File: src/dpabs_pkg.sv
// Shared types for the data-processing ALU and barrel shifter.
// No dependencies; imported by every module of the block.
`default_nettype none

package dpabs_pkg;

  // Input word: one data-processing instruction and its operands
  typedef struct packed {
    logic [31:0] instruction;
    logic [31:0] rn_value;
    logic [31:0] rm_value;
    logic [7:0]  rs_value;
    logic [3:0]  flags_in;
  } dpabs_in_t;

  // Result word
  typedef struct packed {
    logic [31:0] result_value;
    logic [3:0]  dest_reg;
    logic        write_dest;
    logic [3:0]  flags_out;
  } dpabs_out_t;

  // Shift type field, instruction bits 6:5
  typedef enum logic [1:0] {
    ST_LSL = 2'd0,
    ST_LSR = 2'd1,
    ST_ASR = 2'd2,
    ST_ROR = 2'd3
  } sh_type_t;

  // Normalized shifter operation after decode
  typedef enum logic [2:0] {
    SH_PASS,
    SH_LSL,
    SH_LSR,
    SH_ASR,
    SH_ROR,
    SH_ZERO,
    SH_SIGN,
    SH_RRX
  } sh_kind_t;

  // Shifter control: amt is 1..31 for the real shifts
  typedef struct packed {
    sh_kind_t   kind;
    logic [4:0] amt;
    logic       fixed_c;
  } shctl_t;

  // Opcode field, instruction bits 24:21
  typedef enum logic [3:0] {
    OPC_AND = 4'h0,
    OPC_EOR = 4'h1,
    OPC_SUB = 4'h2,
    OPC_RSB = 4'h3,
    OPC_ADD = 4'h4,
    OPC_ADC = 4'h5,
    OPC_SBC = 4'h6,
    OPC_RSC = 4'h7,
    OPC_TST = 4'h8,
    OPC_TEQ = 4'h9,
    OPC_CMP = 4'hA,
    OPC_CMN = 4'hB,
    OPC_ORR = 4'hC,
    OPC_MOV = 4'hD,
    OPC_BIC = 4'hE,
    OPC_MVN = 4'hF
  } opc_t;

  // Flag bit positions in NZCV
  localparam int unsigned FLAG_N = 3;
  localparam int unsigned FLAG_Z = 2;
  localparam int unsigned FLAG_C = 1;
  localparam int unsigned FLAG_V = 0;

endpackage

`default_nettype wire

File: src/dpabs_shifter.sv
// Barrel shifter datapath: applies a decoded shift and produces carry-out.
// Depends on dpabs_pkg for the shifter control type.
`default_nettype none

module dpabs_shifter (
  input  logic [31:0]       value,
  input  dpabs_pkg::shctl_t ctl,
  input  logic              cin,
  output logic [31:0]       result,
  output logic              carry
);
  import dpabs_pkg::*;

  // extended shifts keep the last bit shifted out next to the result
  logic [32:0] lsl_ext;
  logic [32:0] lsr_ext;
  logic [32:0] asr_ext;
  logic [63:0] ror_ext;

  assign lsl_ext = {1'b0, value} << ctl.amt;
  assign lsr_ext = {value, 1'b0} >> ctl.amt;
  assign asr_ext = $signed({value, 1'b0}) >>> ctl.amt;
  assign ror_ext = {value, value} >> ctl.amt;

  always_comb begin
    unique case (ctl.kind)
      SH_LSL: begin
        result = lsl_ext[31:0];
        carry  = lsl_ext[32];
      end
      SH_LSR: begin
        result = lsr_ext[32:1];
        carry  = lsr_ext[0];
      end
      SH_ASR: begin
        result = asr_ext[32:1];
        carry  = asr_ext[0];
      end
      SH_ROR: begin
        result = ror_ext[31:0];
        carry  = ror_ext[31];
      end
      SH_ZERO: begin
        result = '0;
        carry  = ctl.fixed_c;
      end
      SH_SIGN: begin
        result = {32{value[31]}};
        carry  = ctl.fixed_c;
      end
      SH_RRX: begin
        result = {cin, value[31:1]};
        carry  = value[0];
      end
      SH_PASS: begin
        result = value;
        carry  = ctl.fixed_c;
      end
    endcase
  end

endmodule

`default_nettype wire

File: src/data_processing_alu_barrel_shift.sv
// Stages: decode, shift, add/logic, flags; an accepted op word passes each
// in turn into res_data. One word per cycle while the output is not stalled.
// Each stage holds while the stage after it is full and stalled, so op_stall
// is high only while every stage and the output register are full.
// Reset (rst, synchronous) clears all stage valid bits; no other state.
`default_nettype none

module data_processing_alu_barrel_shift (
  input  logic                 clk,
  input  logic                 rst,
  input  logic                 op_valid,
  output logic                 op_stall,
  input  dpabs_pkg::dpabs_in_t op_data,
  output logic                 res_valid,
  input  logic                 res_stall,
  output dpabs_pkg::dpabs_out_t res_data
);
  import dpabs_pkg::*;

  // decode stage register
  typedef struct packed {
    logic [31:0] op1;
    logic [31:0] value;
    shctl_t      ctl;
    opc_t        opc;
    logic        s;
    logic [3:0]  rd;
    logic [3:0]  flags;
  } dec_stage_t;

  // shift stage register
  typedef struct packed {
    logic [31:0] op1;
    logic [31:0] op2;
    logic        sc;
    opc_t        opc;
    logic        s;
    logic [3:0]  rd;
    logic [3:0]  flags;
  } sh_stage_t;

  // ALU stage register
  typedef struct packed {
    logic [31:0] res;
    logic        ac;
    logic        av;
    logic        sc;
    logic        logical;
    logic        wr;
    logic        upd;
    logic [3:0]  rd;
    logic [3:0]  flags;
  } alu_stage_t;

  logic       s1_valid, s2_valid, s3_valid;
  dec_stage_t s1, s1_next;
  sh_stage_t  s2, s2_next;
  alu_stage_t s3, s3_next;
  dpabs_out_t res_next;

  logic rdy_o, rdy3, rdy2, rdy1;

  // stage advance: a stage loads when it is empty or its word moves on
  assign rdy_o    = !res_valid || !res_stall;
  assign rdy3     = !s3_valid || rdy_o;
  assign rdy2     = !s2_valid || rdy3;
  assign rdy1     = !s1_valid || rdy2;
  assign op_stall = !rdy1;

  // decode: operand 2 source and normalized shift
  logic [31:0] ins;
  logic        cin;
  logic [4:0]  imm_amt;
  logic [7:0]  rs;
  shctl_t      dec_ctl;
  logic [31:0] dec_val;

  assign ins     = op_data.instruction;
  assign cin     = op_data.flags_in[FLAG_C];
  assign imm_amt = ins[11:7];
  assign rs      = op_data.rs_value;

  always_comb begin
    dec_ctl = '{kind: SH_PASS, amt: 5'd0, fixed_c: cin};
    dec_val = op_data.rm_value;
    if (ins[25]) begin
      // rotated immediate; rotation of zero keeps carry
      dec_val = {24'd0, ins[7:0]};
      if (ins[11:8] != 4'd0) begin
        dec_ctl.kind = SH_ROR;
        dec_ctl.amt  = {ins[11:8], 1'b0};
      end
    end else if (ins[4]) begin
      // register-specified amount; zero passes Rm and keeps carry
      if (rs != 8'd0) begin
        unique case (sh_type_t'(ins[6:5]))
          ST_LSL: begin
            if (rs[7:5] == 3'd0) begin
              dec_ctl.kind = SH_LSL;
              dec_ctl.amt  = rs[4:0];
            end else begin
              dec_ctl.kind    = SH_ZERO;
              dec_ctl.fixed_c = (rs == 8'd32) && op_data.rm_value[0];
            end
          end
          ST_LSR: begin
            if (rs[7:5] == 3'd0) begin
              dec_ctl.kind = SH_LSR;
              dec_ctl.amt  = rs[4:0];
            end else begin
              dec_ctl.kind    = SH_ZERO;
              dec_ctl.fixed_c = (rs == 8'd32) && op_data.rm_value[31];
            end
          end
          ST_ASR: begin
            if (rs[7:5] == 3'd0) begin
              dec_ctl.kind = SH_ASR;
              dec_ctl.amt  = rs[4:0];
            end else begin
              dec_ctl.kind    = SH_SIGN;
              dec_ctl.fixed_c = op_data.rm_value[31];
            end
          end
          ST_ROR: begin
            if (rs[4:0] != 5'd0) begin
              dec_ctl.kind = SH_ROR;
              dec_ctl.amt  = rs[4:0];
            end else begin
              // multiple of 32: value unchanged, carry from bit 31
              dec_ctl.fixed_c = op_data.rm_value[31];
            end
          end
        endcase
      end
    end else begin
      // immediate amount; zero has special meanings per type
      unique case (sh_type_t'(ins[6:5]))
        ST_LSL: begin
          if (imm_amt != 5'd0) begin
            dec_ctl.kind = SH_LSL;
            dec_ctl.amt  = imm_amt;
          end
        end
        ST_LSR: begin
          if (imm_amt != 5'd0) begin
            dec_ctl.kind = SH_LSR;
            dec_ctl.amt  = imm_amt;
          end else begin
            dec_ctl.kind    = SH_ZERO;
            dec_ctl.fixed_c = op_data.rm_value[31];
          end
        end
        ST_ASR: begin
          if (imm_amt != 5'd0) begin
            dec_ctl.kind = SH_ASR;
            dec_ctl.amt  = imm_amt;
          end else begin
            dec_ctl.kind    = SH_SIGN;
            dec_ctl.fixed_c = op_data.rm_value[31];
          end
        end
        ST_ROR: begin
          if (imm_amt != 5'd0) begin
            dec_ctl.kind = SH_ROR;
            dec_ctl.amt  = imm_amt;
          end else begin
            dec_ctl.kind = SH_RRX;
          end
        end
      endcase
    end
  end

  always_comb begin
    s1_next.op1   = op_data.rn_value;
    s1_next.value = dec_val;
    s1_next.ctl   = dec_ctl;
    s1_next.opc   = opc_t'(ins[24:21]);
    s1_next.s     = ins[20];
    s1_next.rd    = ins[15:12];
    s1_next.flags = op_data.flags_in;
  end

  // shift stage
  logic [31:0] sh_result;
  logic        sh_carry;

  dpabs_shifter u_shifter (
    .value  (s1.value),
    .ctl    (s1.ctl),
    .cin    (s1.flags[FLAG_C]),
    .result (sh_result),
    .carry  (sh_carry)
  );

  always_comb begin
    s2_next.op1   = s1.op1;
    s2_next.op2   = sh_result;
    s2_next.sc    = sh_carry;
    s2_next.opc   = s1.opc;
    s2_next.s     = s1.s;
    s2_next.rd    = s1.rd;
    s2_next.flags = s1.flags;
  end

  // ALU stage: one 33-bit add or a logic op
  logic [31:0] alu_a, alu_b, lres;
  logic        alu_ci, is_arith, is_test;
  logic [32:0] sum;

  always_comb begin
    alu_a    = s2.op1;
    alu_b    = s2.op2;
    alu_ci   = 1'b0;
    is_arith = 1'b1;
    lres     = '0;
    unique case (s2.opc)
      OPC_AND, OPC_TST: begin
        is_arith = 1'b0;
        lres     = s2.op1 & s2.op2;
      end
      OPC_EOR, OPC_TEQ: begin
        is_arith = 1'b0;
        lres     = s2.op1 ^ s2.op2;
      end
      OPC_SUB, OPC_CMP: begin
        alu_b  = ~s2.op2;
        alu_ci = 1'b1;
      end
      OPC_RSB: begin
        alu_a  = s2.op2;
        alu_b  = ~s2.op1;
        alu_ci = 1'b1;
      end
      OPC_ADD, OPC_CMN: begin
        alu_ci = 1'b0;
      end
      OPC_ADC: begin
        alu_ci = s2.flags[FLAG_C];
      end
      OPC_SBC: begin
        alu_b  = ~s2.op2;
        alu_ci = s2.flags[FLAG_C];
      end
      OPC_RSC: begin
        alu_a  = s2.op2;
        alu_b  = ~s2.op1;
        alu_ci = s2.flags[FLAG_C];
      end
      OPC_ORR: begin
        is_arith = 1'b0;
        lres     = s2.op1 | s2.op2;
      end
      OPC_MOV: begin
        is_arith = 1'b0;
        lres     = s2.op2;
      end
      OPC_BIC: begin
        is_arith = 1'b0;
        lres     = s2.op1 & ~s2.op2;
      end
      OPC_MVN: begin
        is_arith = 1'b0;
        lres     = ~s2.op2;
      end
    endcase
  end

  assign sum     = {1'b0, alu_a} + {1'b0, alu_b} + {32'd0, alu_ci};
  assign is_test = (s2.opc == OPC_TST) || (s2.opc == OPC_TEQ) ||
                   (s2.opc == OPC_CMP) || (s2.opc == OPC_CMN);

  always_comb begin
    s3_next.res     = is_arith ? sum[31:0] : lres;
    s3_next.ac      = sum[32];
    s3_next.av      = (alu_a[31] ^ sum[31]) & (alu_b[31] ^ sum[31]);
    s3_next.sc      = s2.sc;
    s3_next.logical = !is_arith;
    s3_next.wr      = !is_test;
    s3_next.upd     = s2.s || is_test;
    s3_next.rd      = s2.rd;
    s3_next.flags   = s2.flags;
  end

  // flag stage
  always_comb begin
    res_next.result_value = s3.res;
    res_next.dest_reg     = s3.rd;
    res_next.write_dest   = s3.wr;
    res_next.flags_out    = s3.flags;
    if (s3.upd) begin
      res_next.flags_out[FLAG_N] = s3.res[31];
      res_next.flags_out[FLAG_Z] = (s3.res == 32'd0);
      res_next.flags_out[FLAG_C] = s3.logical ? s3.sc : s3.ac;
      res_next.flags_out[FLAG_V] = s3.logical ? s3.flags[FLAG_V] : s3.av;
    end
  end

  // valid bits
  always_ff @(posedge clk) begin
    if (rst) begin
      s1_valid  <= 1'b0;
      s2_valid  <= 1'b0;
      s3_valid  <= 1'b0;
      res_valid <= 1'b0;
    end else begin
      if (rdy1) s1_valid <= op_valid;
      if (rdy2) s2_valid <= s1_valid;
      if (rdy3) s3_valid <= s2_valid;
      if (rdy_o) res_valid <= s3_valid;
    end
  end

  // payload registers
  always_ff @(posedge clk) begin
    if (rdy1) s1 <= s1_next;
    if (rdy2) s2 <= s2_next;
    if (rdy3) s3 <= s3_next;
    if (rdy_o) res_data <= res_next;
  end

endmodule

`default_nettype wire

File: config.mk
export PLATFORM = sky130hd
export DESIGN_NAME = data_processing_alu_barrel_shift
export DESIGN_NICKNAME = d
export VERILOG_FILES = /design/src/dpabs_pkg.sv /design/src/dpabs_shifter.sv /design/src/data_processing_alu_barrel_shift.sv
export SDC_FILE = /design/constraint.sdc
export NUM_CORES = 1
export LEC_CHECK = 0
export BUFFER_PORTS_ARGS = -buffer_cell sky130_fd_sc_hd__buf_2
export CELL_PAD_IN_SITES_DETAIL_PLACEMENT = 1
export CELL_PAD_IN_SITES_GLOBAL_PLACEMENT = 1
export CORE_MARGIN = 2
export CORE_UTILIZATION = 49
export CTS_BUF_LIST = sky130_fd_sc_hd__clkbuf_4
export DETAILED_ROUTE_END_ITERATION = 10
export PLACE_DENSITY = 0.93
export SLEW_MARGIN = 5
export SYNTH_ARGS = -nofsm -noshare
export SYNTH_HDL_FRONTEND = slang
export SYNTH_SLANG_ARGS = --single-unit
File: constraint.sdc
create_clock -name clk -period 4.6 [get_ports clk]
set_input_delay 0 -clock clk [delete_from_list [all_inputs] [get_ports clk]]
set_output_delay 0 -clock clk [all_outputs]
set_load 0.03 [all_outputs]
# Word level (Yosys, flattened, before mapping)
# Cells that the tools add are included.
# op_classes
add_sub_neg	2
eq_ne	25
n_shift	4
muxes	34
bitwise	9
reduce_logical	35
# ops
op	n
32-bit one-hot mux with 8 select lines	1
32-bit one-hot mux with 6 select lines	1
32-bit AND	2
32-bit two-way mux	2
32-bit NOT	2
32-bit one-hot mux with 2 select lines	1
64-bit by 5-bit >> shifter with 32-bit output	1
9-bit one-hot mux with 4 select lines	1
32-bit by 32-bit adder with 33-bit output	1
33-bit by 1-bit adder with 33-bit output	1
32-bit by 5-bit << shifter with 33-bit output	1
33-bit by 5-bit >> shifter with 33-bit output	1
33-bit by 5-bit >>> shifter with 33-bit output	1
4-bit equality test (second input constant)	8
32-bit zero test	1
8-bit two-way mux	4
32-bit bitwise OR	1
8-bit one-hot mux with 4 select lines	1
32-bit XOR	1
9-bit two-way mux	2
3-bit two-way mux	5
3-bit equality test (second input constant)	4
4-bit by 3-bit equality test with 1-bit output (second input constant)	3
3-bit OR reduction	4
other kinds (27)	59
# word_totals
regBits	255
output_inout_bits	43
elab_cells	143

# Depth between registers and ports, before layout
# Gate-level depths: netlist of the first run.
# logic_depth
word_depth	7
depth_mapped	18

# Modules after synthesis
# Synthesis of the first run repeated with hierarchy kept, for this count alone.
# hier_totals
hier_cells	2055
hier_area_um2	20006.7
# modules_own_cells
mod	instances	cells_each	area_per_inst_um2
data_processing_alu_barrel_shift	1	1203	13324.0
dpabs_shifter	1	852	6682.7

# Worst setup path after synthesis of the first run
# No wires, ideal clock.
# synth_path
kind	flip-flop to flip-flop
startpoint	register s2[10] (netlist name)
endpoint	register s3 (netlist bit res_next[37]) (data pin)
arrival_ps	3759
t_required_ps	4325
slack_ps	567
path_stages_with_launch	18
path_buffers	4
period_less_slack_ps	4033
cell_sequence	edfxtp_1 clkbuf_1 clkbuf_1 buf_2 clkbuf_1 a21oi_1 o32a_1 fa_1 inv_1 fa_1 a21oi_1 o211ai_1 nand2_1 o221ai_2 a41oi_1 a31oi_1 xnor2_1 o221ai_1
# synth_lines
item	line_no	text
start: declaration	data_processing_alu_barrel_shift.sv:57	sh_stage_t s2, s2_next;
start signal: assignment	data_processing_alu_barrel_shift.sv:317	if (rdy2) s2 <= s2_next;
end signal: assignment	data_processing_alu_barrel_shift.sv:318	if (rdy3) s3 <= s3_next;
end: declaration	data_processing_alu_barrel_shift.sv:58	alu_stage_t s3, s3_next;

==> results.md, run 1 <==
* VDD IR-drop max at about 0.00026 V
* Sequential share of power at 0.392
* WL/cell at 28.6 um
* CP Launch Type: flop
* Num CTS Buffers at 72
* Fin crit share at 0.954
* Static leakage power at 9.17 nW
* Slew headroom at 0.177
* Max Cap Viol at 0
* Clk_skew at just under 0.09 ns
* Number of global-route vias before repair at between 20000 and 25000
* Flops & latches, synth at between 200 and 300
* Primary FF master, synth: edfxtp_1
* Seq/Total Area, Yosys at 0.409
* Cell count after synthesis at about 2000
* Core Box Area at around 38000 um2
* First-pass GRT wire length at ~120 mm
* WP data arrival at between 5 and 6 ns
* Rows at between 70 and 80
* Hold slack at ~0.038 ns
* Outcome: completed
* # fillers at ~4200
* Post-Route WL at approximately 80 mm
* Clock sink count at 255
* Unique masters post-synth at 82
* Tmin final at 4.39 ns
* Dpl hpwl at 49.2 mm
* Most frequent cells in the layout: 251 x edfxtp_1, 247 x nand2_1, 193 x o21ai_0
* Syn. warnings at 0
* Gpl congestion at 1.04
* HP Class: in2reg
* Layout Cells excl Fill at roughly 2900
* Worst Tran Pin Value at 1.23 ns
* Post-synth EDFFs at 251
* Final worst slack at 0.212 ns
* Drt pass-1 iters at 6
* Crit path kind: reg2reg
* FMAX at 228 MHz
* Vias/cell at between 6 and 7
* Share of flip-flops with an asynchronous set or reset at 0
* Synth Cell Area at approximately 19000 um2
* Critical path endpoint category: flop
* Crit-path max FO at 10
* Starting DRC count in detailed routing at around 2000
* Number of antenna violations at the first check in global routing at 6
* Final setup violation count at 0
* Mux cell area share after synthesis at 0.113
* Post-synthesis simple-gate area fraction at 0.142
* # placed instances at ~2600
* Reg clk slew, reported paths at roughly 0.070 ns
* I/O pin count at 155
* Worst path required time at between 5 and 6 ns
* Total number of vias at 19400
* Syn Nets at ~2200
* H-tree depth at 3
* Initial Util at 0.496
* Internal power at approximately 5.2 mW
* Pwr/cell area at between 300 and 400 nW/um2
* Layout cells sized above 1 at 0.173
* Clk Latency, worst-skew pair at roughly 0.86 ns
* Post-route ant nets at 0
* TritonCTS clock tree: yes
* Layout area overhead at 21.2%
* Root buffer cell: clkbuf_4
* Xor and xnor area share after synthesis at 0.0268
* Commonest non-fill, non-tap cell in the layout: edfxtp_1
* Height of the die at ~200 um
* Nets at around 2500
* Die Wd at between 150 and 200 um
* Die area at 39600 um2
* Complex-gate fraction of the synthesized area at 0.206
* I/O Buffers at about 140
* Global Route Usage Sum at 0.417
* GR Overflow Total at 0
* DRC viols at 0
* RSZ-0062 raised after global routing: no
* Dpl ws at between 0.3 and 0.4 ns
* Hold Violations, Final at 0
* Clock network power share at 0.269
* Logic pwr share at 0.338
* Largest net degree at the start of global routing at between 70 and 80
* Setup TNS Final at 0 ns
* Syn avg cell area at 9.35 um2
* Largest family of logic cells by synthesized area: compound AO/OA/AOI/OAI gates
* Switching share of power at 0.400
* P_sw at roughly 3.5 mW
* Slew Limit Fails at 0
* Longest Clk Path Bufs at 3
* Postcts setup bufs at 0
* Post-Synth Adder-Cell Area at 0.0472
registers in the layout, summed over array words and instances (netlist names):
| signal | count |
|---|---|
| res_data | 41 |
| res_next | 37 |
| res_valid | 1 |
| s1 | 86 |
| s1_valid | 1 |
| s2 | 78 |
| s2_valid | 1 |
| s3 | 9 |
| s3_valid | 1 |
per-stage QoR:
step / power [mW] / cell area [um2] / util
2_1_floorplan: 5.10 / 18600 / -
3_3_place_gp: 5.83 / 19700 / 0.525
3_5_place_dp: 6.02 / 19700 / 0.525
4_1_cts: 8.37 / 22600 / 0.601
5_1_grt: 9.06 / 22600 / 0.601
6_report: 8.72 / 22600 / 0.601
worst max-delay path, cell delays in order, from the launching register on:
cell and delay [ns]:
edfxtp_1 0.46, nand2b_1 0.22, nand2b_1 0.20, nand2_1 0.40, buf_4 0.24, nand2_1 0.05, o21ai_0 0.08, o21ai_0 0.11
ha_1 0.42, nand3_1 0.15, a211oi_2 0.30, o31ai_2 0.11, buf_4 0.16, a211oi_2 0.34, nor3_1 0.14, o31ai_1 0.36
xnor2_1 0.23, mux2i_1 0.28
cell usage after synthesis, types with 7 or more instances:
master / instances / area [um2]
edfxtp_1: 251 / 7540
nand2_1: 249 / 935
o21ai_0: 193 / 966
nor2_1: 183 / 687
a21oi_1: 171 / 856
clkbuf_1: 97 / 364
inv_1: 84 / 315
mux2i_1: 72 / 721
ha_1: 67 / 838
xor2_1: 44 / 385
nor3_1: 42 / 210
mux4_2: 39 / 878
nand3_1: 33 / 165
nor2b_1: 32 / 200
mux2_2: 31 / 349
o221ai_1: 30 / 263
o22ai_1: 29 / 181
a21o_1: 20 / 150
a221oi_1: 20 / 175
a22oi_1: 18 / 135
o31ai_1: 18 / 135
o211ai_1: 17 / 128
a211oi_1: 16 / 120
a31oi_1: 15 / 93.8
buf_1: 15 / 56.3
nand2b_1: 14 / 87.6
buf_2: 13 / 65.1
xnor2_1: 13 / 114
nand4_1: 12 / 75.1
o21ai_1: 11 / 55.1
a221o_1: 10 / 100
buf_6: 9 / 101
and3_1: 7 / 43.8
what timing repair did:
| item | in CTS | in global routing |
|---|---|---|
| endpoints found under the setup margin | 0 | 0 |
| resized for setup | 0 | 0 |
| endpoints found under the hold margin | 91 | 0 |
| hold buffers | 189 | 0 |
metal layers:
| layer | vias up | track usage | routed length [um] |
|---|---|---|---|
| met5 | - | 0 | 25 |
| met4 | 4 | 0.311 | 7080 |
| met3 | 519 | 0.109 | 8080 |
| met2 | 1432 | 0.694 | 39000 |
| met1 | 9301 | 0.460 | 28200 |
| li1 | 8104 | - | - |
logic make-up after synthesis:
family / Yosys count
compound gates: 619
xor+xnor: 57
flops: 255
fa+ha+maj: 69
buf+inv: 234
mux: 149
simple gates: 608
final timing paths:
check / endpoint / slack (ns) / startpoint / depth (start not counted)
max: s3[12] / 0.21 / s2[9] / 17
min: s1[23] / 0.04 / op_data[13] / 3
max reg2reg: s3[12] / 0.21 / s2[9] / 17
min reg2reg: s2[2] / 0.42 / s1[2] / 0
power by group through the flow:
stage	clock [mW]	sequential, mW	combinational (mW)
6_report	2.35	3.42	2.95
5_1_grt	2.47	3.44	3.14
4_1_cts	2.24	3.36	2.78
3_5_place_dp	0	3.40	2.62
3_3_place_gp	0	3.34	2.49
2_1_floorplan	0	3.48	1.62
layout make-up:
class                           count  area (um2)  area share
Multi-Input combinational cell   1502       10000       0.443
Sequential cell                   255        7620       0.337
Timing Repair Buffer              384        3030       0.134
Clock buffer                      108         811      0.0359
Tap cell                          511         639      0.0283
Inverter                           89         334      0.0148
Clock inverter                     21         126     0.00560
Antenna cell                        4        10.0    0.000443
Note: power is estimated with default switching activity, not from simulation.
==> inputs of run 2 (changes only) <==
--- a/config.mk
+++ b/config.mk
@@ -12,6 +12,7 @@
 export CORE_UTILIZATION = 49
 export CTS_BUF_LIST = sky130_fd_sc_hd__clkbuf_4
 export DETAILED_ROUTE_END_ITERATION = 10
+export MAX_ROUTING_LAYER = met4
 export PLACE_DENSITY = 0.93
 export SLEW_MARGIN = 5
 export SYNTH_ARGS = -nofsm -noshare
==> run 2 against run 1 <==
  * Setup slack improved by 0.097 ns
  * Critical endpoint is now res_next[37]
  * Clock skew shrank 0.015 ns
  * Largest power group unchanged
  * Fmax rose by 2.3%
  * Via count is 1.2% lower
  * Critical path depth decreased by 3
  * Clock-buffer cell count down 13
==> results.md, run 2 (synthesized netlist as in run 1, its figures left out) <==
* Outcome: completed
* Hold Violations, Final at 0 (unchanged)
* Clock network power share at 0.259 (-0.010)
* Largest register FFs at 86 (unchanged)
* Tmin final at 4.29 ns (-0.0975 ns)
* Initial Util at 0.496 (unchanged)
* Static leakage power at 9.15 nW (-0.18%)
* Most frequent cells in the layout: 251 x edfxtp_1, 247 x nand2_1, 193 x o21ai_0, 193 x dlygate4sd3_1, 183 x nor2_1
* HP Class: in2reg
* Rows at 71 (unchanged)
* Postcts setup bufs at 0 (unchanged)
* VDD IR-drop max at 0.000224 V (-13%)
* Post_cts resized at 0 (unchanged)
* Clock sink count at 255 (unchanged)
* Fin crit share at 0.933 (-0.0212)
* Logic pwr share at 0.345 (+0.007)
* Drt pass-1 iters at 6 (unchanged)
* CP Launch Type: flop
* Largest net degree at the start of global routing at 82 (+3.8%)
* Slew headroom at 0.193 (+0.0165)
* FMAX at 233 MHz (+2.3%)
* Pwr/cell area at 380 nW/um2 (-1.6%)
* Die area at 39600 um2 (unchanged)
* Nets at 2488 (+0.12%)
* Internal power at 5.17 mW (-1.1%)
* Layout cells sized above 1 at 0.168 (-0.00501)
* H-tree depth at 3 (unchanged)
* # hold bufs at CTS at 193 (+2.1%)
* Post-Route WL at 81.7 mm (-0.75%)
* I/O pin count at 155 (unchanged)
* Commonest non-fill, non-tap cell in the layout: edfxtp_1
* Hold slack at 0.0143 ns (-0.0237 ns)
* Worst path required time at 5.12 ns (-0.13 ns)
* Reg clk slew, reported paths at 0.08 ns (about the same)
* Root buffer cell: clkbuf_4
* Dpl ws at 0.508 ns (+0.140 ns)
* Critical path endpoint category: flop
* WP data arrival at 4.81 ns (-0.22 ns)
* Dpl hpwl at 49.3 mm (+0.31%)
* Num CTS Buffers at 68 (-5.6%)
* GR Overflow Total at 0 (unchanged)
* Number of antenna violations at the first check in global routing at 4 (-2)
* Core Box Area at 37600 um2 (unchanged)
* DRC viols at 0 (unchanged)
* Layout area overhead at 21.1% (about the same)
* Worst Tran Pin Value at 1.21 ns (-0.0202 ns)
* TritonCTS clock tree: yes
* Post-route ant nets at 0 (unchanged)
* Longest Clk Path Bufs at 3 (unchanged)
* Setup TNS Final at 0 ns (unchanged)
* Number of global-route vias before repair at 20200 (-0.089%)
* Final worst slack at 0.309 ns (+0.0975 ns)
* RSZ-0062 raised after global routing: no
* Crit-path max FO at 41 (+31)
* Die Wd at 199 um (unchanged)
* Largest reg by FF count: s1
* Starting DRC count in detailed routing at 1969 (-1.9%)
* Crit path kind: reg2reg
* Total number of vias at 19100 (-1.2%)
* Top Registers: s1 x86, s2 x78, res_data x41
* Vias/cell at 6.67 (-0.95%)
* Gpl congestion at 1.06 (+2.4%)
* WL/cell at 28.5 um (-0.50%)
* Max Cap Viol at 0 (unchanged)
* Switching share of power at 0.397 (-0.00349)
* Height of the die at 199 um (unchanged)
* I/O Buffers at 144 (unchanged)
* Global Route Usage Sum at 0.427 (+0.0102)
* First-pass GRT wire length at 123 mm (-0.32%)
* Clk Latency, worst-skew pair at 0.85 ns (about the same)
* Final setup violation count at 0 (unchanged)
* Clk_skew at 0.0749 ns (-0.0145 ns)
* Slew Limit Fails at 0 (unchanged)
* Sequential share of power at 0.396 (+0.004)
* P_sw at 3.40 mW (-2.5%)
[run 2: cell types whose count changed in the layout (fill, tap and decap cells not counted), moves of 2 or more]
cell and change:
dlygate4sd3_1 +4, clkinvlp_4 -2, clkinv_2 -2, clkinv_4 +2, clkbuf_4 -13, buf_4 +3
[run 2: worst max-delay path: stages (launching register included)]
cell and delay (ns):
edfxtp_1 0.40, buf_4 0.40, a21oi_1 0.12, o32a_1 0.34
fa_1 0.48, inv_1 0.11, fa_1 0.22, a21oi_1 0.12
o211ai_1 0.29, nand2_1 0.17, o221ai_2 0.35, a41oi_1 0.24
a31oi_1 0.40, xnor2_1 0.19, o221ai_1 0.16
[run 2: metal layers]
layer / track usage / wire length, um / vias up
met5: - / 0 / -
met2: 0.703 / 39100 / 1274
met3: 0.0817 / 7190 / 490
li1: - / - / 8079
met1: 0.460 / 28400 / 9286
met4: 0.320 / 7080 / 0
[run 2: power groups by stage]
stage / Combinational, mW / Clock [mW] / Sequential, mW
3_3_place_gp: 2.50 / 0 / 3.33
5_1_grt: 3.15 / 2.34 / 3.41
6_report: 2.96 / 2.22 / 3.40
2_1_floorplan: 1.62 / 0 / 3.48
3_5_place_dp: 2.62 / 0 / 3.39
4_1_cts: 2.78 / 2.12 / 3.35
[run 2: final cells by class]
class	instances	area (um2)
clock buffers	95	713
diodes	4	10.0
well taps	511	639
flip-flops and latches	255	7620
repair buffers	391	3100
multi-input cells	1502	10000
clock inverters	20	149
fillers	4239	15000
inverters	89	334
[run 2: stage by stage]
| step | std cells | cell area, um2 | power, mW | util |
|---|---|---|---|---|
| 2_1_floorplan | 1991 | 18600 | 5.10 | - |
| 3_3_place_gp | 2555 | 19800 | 5.83 | 0.526 |
| 3_5_place_dp | 2555 | 19800 | 6.02 | 0.526 |
| 4_1_cts | 2863 | 22600 | 8.25 | 0.600 |
| 5_1_grt | 2867 | 22600 | 8.90 | 0.600 |
| 6_report | 2867 | 22600 | 8.58 | 0.600 |
[run 2: path summary, 6_finish.rpt]
kind | to | from | slack (ns) | cells after the start
max | res_next[37] | s2[9] | 0.31 | 14
min | s1[24] | op_data[14] | 0.01 | 3
max reg2reg | res_next[37] | s2[9] | 0.31 | 14
min reg2reg | res_next[6] | s2[5] | 0.38 | 0
==> inputs of run 3 (changes only) <==
--- a/config.mk
+++ b/config.mk
@@ -6,14 +6,15 @@
 export NUM_CORES = 1
 export LEC_CHECK = 0
 export BUFFER_PORTS_ARGS = -buffer_cell sky130_fd_sc_hd__buf_2
-export CELL_PAD_IN_SITES_DETAIL_PLACEMENT = 1
-export CELL_PAD_IN_SITES_GLOBAL_PLACEMENT = 1
+export CELL_PAD_IN_SITES_DETAIL_PLACEMENT = 0
+export CELL_PAD_IN_SITES_GLOBAL_PLACEMENT = 2
+export CORE_ASPECT_RATIO = 1.5
 export CORE_MARGIN = 2
-export CORE_UTILIZATION = 49
+export CORE_UTILIZATION = 40
 export CTS_BUF_LIST = sky130_fd_sc_hd__clkbuf_4
 export DETAILED_ROUTE_END_ITERATION = 10
 export MAX_ROUTING_LAYER = met4
-export PLACE_DENSITY = 0.93
+export PLACE_DENSITY = 0.92
 export SLEW_MARGIN = 5
 export SYNTH_ARGS = -nofsm -noshare
 export SYNTH_HDL_FRONTEND = slang
==> run 3 against run 2 <==
  * Sequential power is 2% lower
  * Clock skew fell by 0.027 ns
  * Worst hold slack improved by 0.046 ns
  * Critical path type unchanged
  * Critical path depth decreased by 2
  * Largest cell class unchanged
  * Sequential cell count unchanged
  * Total power shrank 4.6%
  * Register-to-register slack improved by 0.19 ns
  * Via count fell by 9.0%
  * Highest routed layer unchanged
  * First-iteration DRC count decreased by 43%
  * Global-route usage decreased by 14 points
  * Clock-buffer cell count fell by 1
  * Die area increased by 22%
==> results.md, run 3 (synthesized netlist as in run 1, its figures left out) <==
* Die Wd at 180 um (-9.4%)
* HP Class: in2reg
* Nets at 2518 (+1.2%)
* Crit-path max FO at 63 (+54%)
* Max Cap Viol at 0 (unchanged)
* Reg-to-reg startpoint: s2[10]
* Clk Latency, worst-skew pair at 0.85 ns (about the same)
* Layout area overhead at 23.4%
* Initial Util at 0.406 (-0.0897)
* Area after DPL at 19900 um2 (+0.49%)
* Drt pass-1 iters at 7 (+1)
* H-tree depth at 3 (unchanged)
* Slew Limit Fails at 0 (unchanged)
* Final setup violation count at 0 (unchanged)
* Static leakage power at 9.29 nW (+1.5%)
* Worst path required time at 5.20 ns (+0.08 ns)
* Hold Startpoint: op_data[12]
* Hold Violations, Final at 0 (unchanged)
* Grt met1 use at 0.298 (-0.162)
* Pwr/cell area at 356 nW/um2 (-6.3%)
* I/O Buffers at 144 (unchanged)
* Number of global-route vias before repair at 17200 (-15%)
* Num CTS Buffers at 66 (-2.9%)
* # hold bufs at CTS at 226 (+17%)
* Setup TNS Final at 0 ns (unchanged)
* Design area at 23000 um2 (+1.9%)
* Core Box Area at 45900 um2 (+22%)
* Outcome: completed
* CP Launch Type: flop
* Post_cts resized at 0 (unchanged)
* Clock sink count at 255 (unchanged)
* Largest register FFs at 86 (unchanged)
* Total power at 8.18 mW (-4.6%)
* Post-route ant nets at 0 (unchanged)
* Crit path from: s2[10]
* RSZ-0062 raised after global routing: no
* I/O pin count at 155 (unchanged)
* # placed instances at 2631 (+3.0%)
* VDD IR-drop max at 0.000183 V (-18%)
* Global Route Usage Sum at 0.288 (-0.140)
* Reg clk slew, reported paths at 0.06 ns (-0.02 ns)
* Rows at 96 (+35%)
* WL/cell at 23.1 um (-19%)
* Tmin final at 4.10 ns (-0.194 ns)
* Post-layout util at 0.501 (-0.0995)
* Starting DRC count in detailed routing at 1123 (-43%)
* Postcts setup bufs at 0 (unchanged)
* Longest Clk Path Bufs at 3 (unchanged)
* GR Util met2 at 0.516 (-0.187)
* Critical path endpoint category: flop
* First-pass GRT wire length at 102 mm (-17%)
* Clk_skew at 0.0474 ns (-0.0275 ns)
* Largest net degree at the start of global routing at 79 (-3.7%)
* Most frequent cells in the layout: 251 x edfxtp_1, 247 x nand2_1, 226 x dlygate4sd3_1
* DRC viols at 0 (unchanged)
* WP data arrival at 4.69 ns (-0.12 ns)
* Root buffer cell: clkbuf_4
* Fin crit share at 0.891 (-0.0422)
* Gpl congestion at 1.03 (-3.2%)
* Commonest non-fill, non-tap cell in the layout: edfxtp_1
* Largest reg by FF count: s1
* Worst Tran Pin Value at 1.18 ns (-0.0285 ns)
* Global routing's busiest layer: met2
* Post-Route WL at 68.7 mm (-16%)
* Slew headroom at 0.212 (+0.0190)
* GR Overflow Total at 0 (unchanged)
* TritonCTS clock tree: yes
* Layout cells sized above 1 at 0.168 (-0.000227)
* Height of the die at 268 um (+35%)
* Top Registers: s1 x86, s2 x78, res_data x41
* Dpl hpwl at 47.3 mm (-4.0%)
* FMAX at 244 MHz (+4.7%)
* Vias/cell at 5.85 (-12%)
* Layout Cells excl Fill at 2976 (+3.8%)
* Met3 GRT Util at 0.0451 (-0.0366)
* Total number of vias at 17400 (-9.0%)
* Number of antenna violations at the first check in global routing at 2 (-2)
* Crit path kind: reg2reg
* Die area at 48300 um2 (+22%)
-- run 3: changes by cell type in the layout (fill, tap and decap cells not counted), moves of 2 or more --
cell,before,now
clkinv_2,2,6
clkinv_4,2,0
dlygate4sd3_1,193,226
nor2_1,183,181
nor2_2,1,3
-- run 3: layer usage --
layer	vias up	part of all wire
met1	8275	0.36
li1	8162	-
met4	0	0.066
met3	238	0.053
met5	-	0
met2	728	0.52
-- run 3: final timing paths --
check                end  slack, ns  cells past startpoint
setup / recovery  s3[13]       0.50                     12
setup reg to reg  s3[13]       0.50                     12
hold reg to reg    s2[0]       0.41                      0
hold / removal    s1[22]       0.06                      3
-- run 3: final cells by class --
type                    count  area, um2
diodes                      3       7.51
clock buffers              94        706
clock inverters            22        155
fillers                  4241      22900
inverters                  89        334
multi-input cells        1502      10000
flip-flops and latches    255       7620
well taps                 588        736
repair buffers            423       3420
-- run 3: stage by stage --
stage / hold WS (ns) / setup slack, ns
3_3_place_gp: 0.177 / 0.600
4_1_cts: 0.00139 / 0.543
5_1_grt: 0.0623 / 0.189
6_report: 0.0601 / 0.504
2_1_floorplan: 0.0691 / 0.567
3_5_place_dp: 0.178 / 0.523
-- run 3: worst max-delay path, cell delays in order, from the launching register on --
cell and delay [ns]:
edfxtp_1 0.44, nand3b_1 0.25, buf_4 0.51, o21ai_0 0.26, fa_1 0.48, a21oi_1 0.26, o211ai_1 0.16, nand2_1 0.18
o221ai_2 0.20, a41oi_1 0.33, a31oi_1 0.21, a221o_1 0.34, a21o_1 0.18
-- run 3: where the power goes --
group	leakage, nW	switching, mW	internal (mW)
clock	0.509	1.03	1.06
sequential	2.77	0.310	3.01
combinational	6.01	1.68	1.09
